$ cat config.mk
export PLATFORM = sky130hd
export DESIGN_NAME = actuator_command_conditioner_core
export DESIGN_NICKNAME = d
export VERILOG_FILES = /design/src/design/acc_pkg.sv /design/src/design/actuator_command_conditioner_core.sv
export SDC_FILE = /design/constraint.sdc
export NUM_CORES = 2
export LEC_CHECK = 0
export BUFFER_PORTS_ARGS = -buffer_cell sky130_fd_sc_hd__clkbuf_2
export CORE_ASPECT_RATIO = 0.7
export CORE_UTILIZATION = 50
export DETAILED_ROUTE_END_ITERATION = 10
export GPL_TIMING_DRIVEN = 0
export PLACE_DENSITY = 0.76
export SETUP_SLACK_MARGIN = 0.2
export SLEW_MARGIN = 20
export SYNTH_ARGS = -nofsm -noshare
export SYNTH_HDL_FRONTEND = slang
export SYNTH_SLANG_ARGS = --single-unit
$ cat constraint.sdc
create_clock -name clk_i -period 8.2 [get_ports clk_i]
set_input_delay 0.82 -clock clk_i [delete_from_list [all_inputs] [get_ports clk_i]]
set_output_delay 0.82 -clock clk_i [all_outputs]
set_load 0.05 [all_outputs]
$ cat src/design/acc_pkg.sv
// shared types and constants for the actuator command conditioner
package acc_pkg;

  // request codes on the command field
  typedef enum logic {
    CMD_PUSH = 1'b0,
    CMD_TICK = 1'b1
  } cmd_e;

  // configuration register indexes (byte address = 4 * index)
  typedef enum logic [2:0] {
    REG_FORCE_LIMIT   = 3'd0,
    REG_SLEW_STEP     = 3'd1,
    REG_DEADBAND      = 3'd2,
    REG_LATENCY       = 3'd3,
    REG_DROPOUT_THR   = 3'd4
  } reg_idx_e;

  localparam int ForceW  = 24;
  localparam int LimitW  = 23;
  localparam int OriginW = 2;
  localparam int StampW  = 32;
  localparam int LatW    = 4;
  localparam int ThrW    = 32;
  localparam int AddrW   = 5;

  // one delay ring entry
  typedef struct packed {
    logic [OriginW-1:0]       origin;
    logic signed [ForceW-1:0] value;
  } ring_entry_t;

  // register reset values
  localparam logic [LimitW-1:0] ForceLimitRst = 23'd1310720;
  localparam logic [LimitW-1:0] SlewStepRst   = 23'd58982;
  localparam logic [LimitW-1:0] DeadbandRst   = 23'd3277;
  localparam logic [LatW-1:0]   LatencyRst    = 4'd2;
  localparam logic [ThrW-1:0]   DropoutThrRst = 32'd2147484;

  // pcg32 lcg constants
  localparam logic [63:0] PcgMult = 64'd6364136223846793005;
  localparam logic [63:0] PcgInc  = 64'd1442695040888963407;
  localparam logic [63:0] RngSeed = 64'h0000_0000_0caa_7701;
  localparam int          XsShift = 27;
  localparam int          RotPos  = 59;

  // two-step leap: s(n+2) = PcgMult2 * s(n) + PcgInc2
  localparam logic [63:0] PcgMult2 = PcgMult * PcgMult;
  localparam logic [63:0] PcgInc2  = PcgMult * PcgInc + PcgInc;
  // state after one step from the seed
  localparam logic [63:0] RngSeed1 = PcgMult * RngSeed + PcgInc;
  // partial-product reset so the leap adder yields the second state
  localparam logic [63:0] LeapPartRst = RngSeed1 - PcgInc2;

endpackage

$ cat src/design/actuator_command_conditioner_core.sv
// actuator command conditioner: delay ring, deadband, clamp, slew limit, dropout draw
//
//   channel  | handshake                  | payload
//   ---------+----------------------------+-------------------------------------------
//   in       | in_valid_i / in_ready_o    | command, command_force, command_origin,
//            |                            | time_stamp
//   out      | out_valid_o / out_ready_i  | out_stamp, requested_force, applied_force,
//            |                            | clamp_hit, slew_hit, deadband_hit,
//            |                            | acted_origin, dropout_flag
//   config   | apb psel/penable/pwrite    | paddr, pwdata, prdata (pready tied high)
//
// one request per cycle sustained unless the output stalls; a push finishes at its
// accept edge, a tick reaches out_valid_o through registered steps (ring read and draw
// at the accept edge, then deadband/clamp stage, then slew stage into the output register)
// the ring is a synchronous memory with a registered read, read at the tick accept
// the pcg state steps through a two-deep leapfrog loop, one state per accepted tick
// reset is asynchronous and needs no clearing pass; ring entries are only used once written
// a stalled output fills the tick pipeline and then drops in_ready_o
module actuator_command_conditioner_core #(
  parameter int DELAY_DEPTH = 8
) (
  input  logic                                  clk_i,
  input  logic                                  rst_ni,
  // input channel
  input  logic                                  in_valid_i,
  output logic                                  in_ready_o,
  input  logic                                  command_i,
  input  logic signed [acc_pkg::ForceW-1:0]     command_force_i,
  input  logic [acc_pkg::OriginW-1:0]           command_origin_i,
  input  logic [acc_pkg::StampW-1:0]            time_stamp_i,
  // output channel
  output logic                                  out_valid_o,
  input  logic                                  out_ready_i,
  output logic [acc_pkg::StampW-1:0]            out_stamp_o,
  output logic signed [acc_pkg::ForceW-1:0]     requested_force_o,
  output logic signed [acc_pkg::ForceW-1:0]     applied_force_o,
  output logic                                  clamp_hit_o,
  output logic                                  slew_hit_o,
  output logic                                  deadband_hit_o,
  output logic [acc_pkg::OriginW-1:0]           acted_origin_o,
  output logic                                  dropout_flag_o,
  // configuration port
  input  logic                                  psel,
  input  logic                                  penable,
  input  logic                                  pwrite,
  input  logic [acc_pkg::AddrW-1:0]             paddr,
  input  logic [31:0]                           pwdata,
  output logic [31:0]                           prdata,
  output logic                                  pready
);

  localparam int AW = $clog2(DELAY_DEPTH);
  localparam int FW = $clog2(DELAY_DEPTH + 1);
  localparam int SW = AW + 1;
  localparam int CW = (FW > acc_pkg::LatW) ? FW : acc_pkg::LatW;
  localparam int FRW = acc_pkg::ForceW;
  localparam int LMW = acc_pkg::LimitW;

  // ---------------------------------------------------------------------------
  // configuration registers
  // ---------------------------------------------------------------------------
  logic [LMW-1:0]               max_force_q;
  logic [LMW-1:0]               slew_step_q;
  logic [LMW-1:0]               deadband_q;
  logic [acc_pkg::LatW-1:0]     latency_q;
  logic [acc_pkg::ThrW-1:0]     dropout_thr_q;
  logic                         cfg_wr;
  acc_pkg::reg_idx_e            cfg_idx;

  assign pready  = 1'b1;
  assign cfg_wr  = psel & penable & pwrite & pready;
  assign cfg_idx = acc_pkg::reg_idx_e'(paddr[4:2]);

  always_ff @(posedge clk_i or negedge rst_ni) begin
    if (!rst_ni) begin
      max_force_q   <= acc_pkg::ForceLimitRst;
      slew_step_q   <= acc_pkg::SlewStepRst;
      deadband_q    <= acc_pkg::DeadbandRst;
      latency_q     <= acc_pkg::LatencyRst;
      dropout_thr_q <= acc_pkg::DropoutThrRst;
    end else if (cfg_wr) begin
      case (cfg_idx)
        acc_pkg::REG_FORCE_LIMIT: max_force_q   <= pwdata[LMW-1:0];
        acc_pkg::REG_SLEW_STEP:   slew_step_q   <= pwdata[LMW-1:0];
        acc_pkg::REG_DEADBAND:    deadband_q    <= pwdata[LMW-1:0];
        acc_pkg::REG_LATENCY:     latency_q     <= pwdata[acc_pkg::LatW-1:0];
        acc_pkg::REG_DROPOUT_THR: dropout_thr_q <= pwdata;
        default: ;
      endcase
    end
  end

  // register readback
  always_comb begin
    case (cfg_idx)
      acc_pkg::REG_FORCE_LIMIT: prdata = 32'(max_force_q);
      acc_pkg::REG_SLEW_STEP:   prdata = 32'(slew_step_q);
      acc_pkg::REG_DEADBAND:    prdata = 32'(deadband_q);
      acc_pkg::REG_LATENCY:     prdata = 32'(latency_q);
      acc_pkg::REG_DROPOUT_THR: prdata = dropout_thr_q;
      default:                  prdata = '0;
    endcase
  end

  // ---------------------------------------------------------------------------
  // pipeline flow control: accept stage, conditioning stage, slew stage, output
  // ---------------------------------------------------------------------------
  logic s1_valid_q, s2_valid_q, out_valid_q;
  logic o_free, s2_free, s1_free;
  logic in_acc, push_acc, tick_acc;

  assign o_free   = ~out_valid_q | out_ready_i;
  assign s2_free  = ~s2_valid_q | o_free;
  assign s1_free  = ~s1_valid_q | s2_free;
  assign in_ready_o = s1_free;
  assign in_acc   = in_valid_i & in_ready_o;
  assign push_acc = in_acc & (command_i == acc_pkg::CMD_PUSH);
  assign tick_acc = in_acc & (command_i == acc_pkg::CMD_TICK);

  // ---------------------------------------------------------------------------
  // delay ring: memory plus head/fill pointers and the latest command
  // ---------------------------------------------------------------------------
  acc_pkg::ring_entry_t ring_mem [DELAY_DEPTH];
  acc_pkg::ring_entry_t ring_rdata_q;
  acc_pkg::ring_entry_t latest_q;
  acc_pkg::ring_entry_t push_entry;
  logic [AW-1:0]        head_q, head_d, head_inc;
  logic [FW-1:0]        fill_q, fill_d;
  logic                 ring_full;
  logic                 pop;
  logic [SW-1:0]        tail_sum, tail_wrap;
  logic [AW-1:0]        ring_waddr;

  assign push_entry.origin = command_origin_i;
  assign push_entry.value  = command_force_i;

  assign ring_full = (fill_q == FW'(DELAY_DEPTH));
  assign head_inc  = (head_q == AW'(DELAY_DEPTH - 1)) ? '0 : head_q + 1'b1;
  // tail slot, head + fill wrapped once around the ring
  assign tail_sum  = SW'(head_q) + SW'(fill_q);
  assign tail_wrap = (tail_sum >= SW'(DELAY_DEPTH)) ? tail_sum - SW'(DELAY_DEPTH) : tail_sum;
  assign ring_waddr = ring_full ? head_q : tail_wrap[AW-1:0];
  // pop when fill exceeds latency setting
  assign pop = (CW'(fill_q) > CW'(latency_q)) && (fill_q != '0);

  always_comb begin
    head_d = head_q;
    fill_d = fill_q;
    if (push_acc) begin
      if (ring_full) begin
        head_d = head_inc;               // oldest entry dropped
      end else begin
        fill_d = fill_q + 1'b1;
      end
    end else if (tick_acc && pop) begin
      head_d = head_inc;
      fill_d = fill_q - 1'b1;
    end
  end

  always_ff @(posedge clk_i or negedge rst_ni) begin
    if (!rst_ni) begin
      head_q   <= '0;
      fill_q   <= '0;
      latest_q <= '0;
    end else begin
      head_q <= head_d;
      fill_q <= fill_d;
      if (push_acc) begin
        latest_q <= push_entry;
      end
    end
  end

  // ring memory write and registered read
  always_ff @(posedge clk_i) begin
    if (push_acc) begin
      ring_mem[ring_waddr] <= push_entry;
    end
  end

  always_ff @(posedge clk_i) begin
    if (tick_acc) begin
      ring_rdata_q <= ring_mem[head_q];
    end
  end

  // ---------------------------------------------------------------------------
  // pcg32 generator: state steps once per tick through a two-deep leapfrog loop
  // rng_q holds the current state; the partial products hold the previous state's
  // products with the two-step multiplier, so the adder yields the next state
  // ---------------------------------------------------------------------------
  logic [63:0] rng_q;
  logic [63:0] leap_p0_q;
  logic [31:0] leap_p1_q, leap_p2_q;
  logic [63:0] leap_sum;
  logic [31:0] cross_sum;
  logic [63:0] mix_word;
  logic [31:0] xs_word;
  logic [4:0]  rot_amt;
  logic [63:0] rot_word;
  logic [31:0] draw_word;
  logic        drop_now;

  assign cross_sum = leap_p1_q + leap_p2_q;
  assign leap_sum  = leap_p0_q + {cross_sum, 32'd0} + acc_pkg::PcgInc2;

  always_ff @(posedge clk_i or negedge rst_ni) begin
    if (!rst_ni) begin
      rng_q     <= acc_pkg::RngSeed;
      leap_p0_q <= acc_pkg::LeapPartRst;
      leap_p1_q <= '0;
      leap_p2_q <= '0;
    end else if (tick_acc) begin
      rng_q     <= leap_sum;
      leap_p0_q <= rng_q[31:0] * acc_pkg::PcgMult2[31:0];
      leap_p1_q <= 32'(rng_q[63:32] * acc_pkg::PcgMult2[31:0]);
      leap_p2_q <= 32'(rng_q[31:0] * acc_pkg::PcgMult2[63:32]);
    end
  end

  // xorshift-high then rotate right by the top five bits
  assign mix_word  = (rng_q >> 18) ^ rng_q;
  assign xs_word   = mix_word[acc_pkg::XsShift +: 32];
  assign rot_amt   = rng_q[acc_pkg::RotPos +: 5];
  assign rot_word  = {xs_word, xs_word} >> rot_amt;
  assign draw_word = rot_word[31:0];
  assign drop_now  = (draw_word < dropout_thr_q);

  // ---------------------------------------------------------------------------
  // stage 1: command select, deadband and clamp
  // ---------------------------------------------------------------------------
  logic                       s1_pop_q;
  acc_pkg::ring_entry_t       s1_latest_q;
  logic [acc_pkg::StampW-1:0] s1_stamp_q;
  logic                       s1_drop_q;

  acc_pkg::ring_entry_t       s1_entry;
  logic signed [FRW-1:0]      s1_req;
  logic [FRW-1:0]             s1_mag;
  logic                       s1_neg, s1_in_db, s1_db_hit, s1_over;
  logic signed [FRW-1:0]      s1_db_val;
  logic [FRW-1:0]             s1_db_mag;
  logic signed [FRW-1:0]      s1_lim_pos, s1_lim_neg;
  logic signed [FRW-1:0]      s1_clamped;

  always_ff @(posedge clk_i or negedge rst_ni) begin
    if (!rst_ni) begin
      s1_valid_q <= 1'b0;
    end else if (s1_free) begin
      s1_valid_q <= tick_acc;
    end
  end

  always_ff @(posedge clk_i) begin
    if (tick_acc) begin
      s1_pop_q    <= pop;
      s1_latest_q <= latest_q;
      s1_stamp_q  <= time_stamp_i;
      s1_drop_q   <= drop_now;
    end
  end

  assign s1_entry = s1_pop_q ? ring_rdata_q : s1_latest_q;
  assign s1_req   = s1_entry.value;
  assign s1_neg   = s1_req[FRW-1];
  // magnitude as unsigned, exact for the most negative force too
  assign s1_mag   = s1_neg ? FRW'(-s1_req) : FRW'(s1_req);
  assign s1_in_db = (s1_mag < {1'b0, deadband_q});
  assign s1_db_hit = s1_in_db & (s1_req != '0);
  assign s1_db_val = s1_in_db ? '0 : s1_req;
  assign s1_db_mag = s1_in_db ? '0 : s1_mag;
  assign s1_over   = (s1_db_mag > {1'b0, max_force_q});
  assign s1_lim_pos = {1'b0, max_force_q};
  assign s1_lim_neg = -s1_lim_pos;
  assign s1_clamped = s1_over ? (s1_neg ? s1_lim_neg : s1_lim_pos) : s1_db_val;

  // ---------------------------------------------------------------------------
  // stage 2: slew limit against the last applied force
  // ---------------------------------------------------------------------------
  logic signed [FRW-1:0]       s2_req_q, s2_val_q;
  logic                        s2_db_q, s2_cl_q, s2_drop_q;
  logic [acc_pkg::OriginW-1:0] s2_origin_q;
  logic [acc_pkg::StampW-1:0]  s2_stamp_q;
  logic signed [FRW-1:0]       last_applied_q;
  logic signed [FRW:0]         slew_lo, slew_hi, s2_val_x;
  logic signed [FRW:0]         s2_slewed;
  logic                        s2_sl_hit;

  always_ff @(posedge clk_i or negedge rst_ni) begin
    if (!rst_ni) begin
      s2_valid_q <= 1'b0;
    end else if (s2_free) begin
      s2_valid_q <= s1_valid_q;
    end
  end

  always_ff @(posedge clk_i) begin
    if (s2_free && s1_valid_q) begin
      s2_req_q    <= s1_req;
      s2_val_q    <= s1_clamped;
      s2_db_q     <= s1_db_hit;
      s2_cl_q     <= s1_over;
      s2_origin_q <= s1_entry.origin;
      s2_stamp_q  <= s1_stamp_q;
      s2_drop_q   <= s1_drop_q;
    end
  end

  assign slew_lo  = {last_applied_q[FRW-1], last_applied_q} - {2'b00, slew_step_q};
  assign slew_hi  = {last_applied_q[FRW-1], last_applied_q} + {2'b00, slew_step_q};
  assign s2_val_x = {s2_val_q[FRW-1], s2_val_q};

  always_comb begin
    s2_slewed = s2_val_x;
    s2_sl_hit = 1'b0;
    if (s2_val_x < slew_lo) begin
      s2_slewed = slew_lo;
      s2_sl_hit = 1'b1;
    end else if (s2_val_x > slew_hi) begin
      s2_slewed = slew_hi;
      s2_sl_hit = 1'b1;
    end
  end

  // last applied force moves with each tick leaving the slew stage
  always_ff @(posedge clk_i or negedge rst_ni) begin
    if (!rst_ni) begin
      last_applied_q <= '0;
    end else if (s2_valid_q && o_free) begin
      last_applied_q <= s2_slewed[FRW-1:0];
    end
  end

  // ---------------------------------------------------------------------------
  // output register
  // ---------------------------------------------------------------------------
  logic [acc_pkg::StampW-1:0]  out_stamp_q;
  logic signed [FRW-1:0]       out_req_q, out_applied_q;
  logic                        out_cl_q, out_sl_q, out_db_q, out_drop_q;
  logic [acc_pkg::OriginW-1:0] out_origin_q;

  always_ff @(posedge clk_i or negedge rst_ni) begin
    if (!rst_ni) begin
      out_valid_q <= 1'b0;
    end else if (o_free) begin
      out_valid_q <= s2_valid_q;
    end
  end

  always_ff @(posedge clk_i) begin
    if (o_free && s2_valid_q) begin
      out_stamp_q   <= s2_stamp_q;
      out_req_q     <= s2_req_q;
      out_applied_q <= s2_slewed[FRW-1:0];
      out_cl_q      <= s2_cl_q;
      out_sl_q      <= s2_sl_hit;
      out_db_q      <= s2_db_q;
      out_origin_q  <= s2_origin_q;
      out_drop_q    <= s2_drop_q;
    end
  end

  assign out_valid_o       = out_valid_q;
  assign out_stamp_o       = out_stamp_q;
  assign requested_force_o = out_req_q;
  assign applied_force_o   = out_applied_q;
  assign clamp_hit_o       = out_cl_q;
  assign slew_hit_o        = out_sl_q;
  assign deadband_hit_o    = out_db_q;
  assign acted_origin_o    = out_origin_q;
  assign dropout_flag_o    = out_drop_q;

endmodule
==> run metrics <==
DP Wirelength=179 mm; Layout Utilization=56.0%; max_cap viols=0; Synth area leaders=fa_1 (19%), edfxtp_1 (19%), ha_1 (16%), dfrtp_1 (9.5%), inv_1 (6.7%); FP Rows=116; die width=459 um; Synth top area share=19.3%; worst path buffer plus inverter count=6; placed cell areas=77,100 um^2; CP arrival=8510 ps; Simple-Gate Fraction of Synth Area=7.43%; final cell count without fillers=9,271; slew of the pin with the lowest slew margin=1280 ps; Reg2Reg Capture Point=s2_val_q[23]; core area=144,000 um^2; # DRC=0; CP max FO=10; worst clock skew=46.1 ps; Setup crit start kind=flop; share of post-route cells with drive strength above 1=10.3%; Post-synth EDFFs=465; GRT Total Usage=30.5%; clock-pin slew on the worst setup and hold paths=70 ps; Clock Path Buffers=3; vias in the first global route=53,300; synth unique cells=95; fin area=80,600 um^2; top cells by count, synth=inv_1 (1,312), ha_1 (927), fa_1 (704), nand2_1 (622), edfxtp_1 (465); Syn Nets=8,621; CP Class=flop to flop; hold path cells=1; cell taking the most area after synthesis=fa_1; placed cells=9,076; Worst Hold Launch=time_stamp_i[31]; Routability Congestion=1.02; cell with the most instances after synthesis=inv_1; initial core utilization=50.7%; largest net degree at the start of global routing=97; headroom to the max-slew limit=12.1%; P&R area growth vs syn=10.5%; initial antenna violation count=19; Tmin final=7970 ps; drt via density=5.80; status=finished clean; first-pass GRT wire length=335 mm; reg2reg start=s1_pop_q; total grt overflow=0; CTS buffer count=82; mux share of post-synthesis cell area=4.20%; Worst Hold Path EP=s1_stamp_q[31]; wire length per cell=24.1 um; Synth Register Bits=813; Top delay family on crit path=compound AO/OA/AOI/OAI gates; synthesized area=73,000 um^2; DIE AREA=147,000 um^2; root buf cell=clkbuf_16; setup_tns=0 ps; Hold Fails Final Rpt=0; drt first pass iters=6; Crit path largest cell delay=720 ps; multi-input logic area=45,000 um^2; TritonCTS clock tree=yes; largest family of logic cells by synthesized area=adder cells; CTS H-tree lvls=3; Tcrit/Tclk final=97.2%; Synth Flop Type=edfxtp_1; Peak Freq=125 MHz; Initial DRC Count=6,175; async set-or-reset flop fraction in the synthesized netlist=42.8%; vias=53,800; Ys Warns=0; post-route ant nets=0; slowest library cell on the worst path=mux2i_1; RSZ-0062 raised after global routing=false; Adder-Cell Fraction of Synth Area=35.2%; io pins=224; crit end category=flop; post-synthesis cell count=6,887; Synth Area in Compound Gates=9.89%; Sequential Area=22,900 um^2; clk sinks=813; Post-Synth XOR/XNOR Area=4.38%; worst r2r path cells=33; IO buf count=219; cell depth of the worst setup path=33; final slew viol count=0; Mean Syn Cell Area=10.6 um^2; HP Class=input pin to flop; CP Launch Point=s1_pop_q; sequential share of the synthesized area=31.2%; WL final=223 mm; setup violators final=0; Nets=8,979; Die Ht=322 um; Layout fillers=12,000; FF-to-FF setup slack=230 ps; worst skew pair latency=720 ps; WP data required=8740 ps
## how the worst max path moves through the flow
stage / endpoint
CTS: s2_val_q[3]
finish: s2_val_q[23]
detailed placement: s2_val_q[20]
floorplan: leap_p0_q[56]
global placement: leap_p0_q[41]
global route: s2_val_q[20]
## layout by cell type, fill, tap and decap left out, types with 61 or more instances in the layout
cell       Yosys  layout
a21o_1       130     129
a21oi_1      269     263
clkbuf_1     137     158
clkbuf_16      0      82
clkbuf_2       0     222
dfrtp_1      277     251
edfxtp_1     465     465
fa_1         704     703
ha_1         927     923
inv_1       1312    1311
mux2_2        69      69
mux2i_1       98      83
nand2_1      622     622
nand2b_1      80      79
nor2_1       214     202
nor2b_1       61      61
o21ai_0      411     411
xnor2_1      245     244
xor2_1       120     111
## final cells by class
class	instances	share of cell area [%]
diodes	9	0.0279
plain buffers	166	0.928
clock buffers	115	2.76
clock inverters	39	0.565
inverters	1317	6.13
multi-input cells	4591	55.9
flip-flops and latches	813	28.4
well taps	1947	3.02
repair buffers	274	2.31
## cell families after synthesis
logic type / after synthesis
other: 1
buffers and inverters: 1483
flip-flops: 813
adder cells (fa/ha/maj): 1631
AO/OA/AOI/OAI: 1169
XOR/XNOR: 365
multiplexers: 225
AND/OR/NAND/NOR: 1200
## metal layers
layer | track usage (%) | vias up | routed length, um
li1 | - | 23600 | -
met1 | 45.6 | 26700 | 96300
met2 | 41.4 | 3051 | 88600
met3 | 10.5 | 399 | 31200
met4 | 8.61 | 20 | 6810
met5 | 0 | - | 124
## registers in the layout (all words and copies together) (netlist names), 32 cells and up
register / flops
leap_p0_q: 56
s2_stamp_q: 32
rng_q: 64
leap_p1_q: 32
s1_stamp_q: 32
out_stamp_o: 32
ring_mem: 208
dropout_thr_q: 32
## metrics by stage
stage | setup slack [ps] | hold WS, ps
finish | 229 | 293
global route | 190 | 268
CTS | 195 | 232
detailed placement | -1540 | 405
global placement | -1640 | 400
floorplan | 1160 | 400
## timing repair
| item | 4_1_cts | 5_1_grt |
|---|---|---|
| buffers inserted | 5 | 26 |
| resized for setup | 57 | 73 |
| endpoints found under the hold margin | 17 | 0 |
| pin swaps | 3 | 7 |
| setup endpoints to repair | 43 | 48 |
| hold buffers | 1 | 0 |
Power is left out: the tool's default activity adds up to more than one toggle a clock period on the data nets, which glitch-free logic cannot reach.
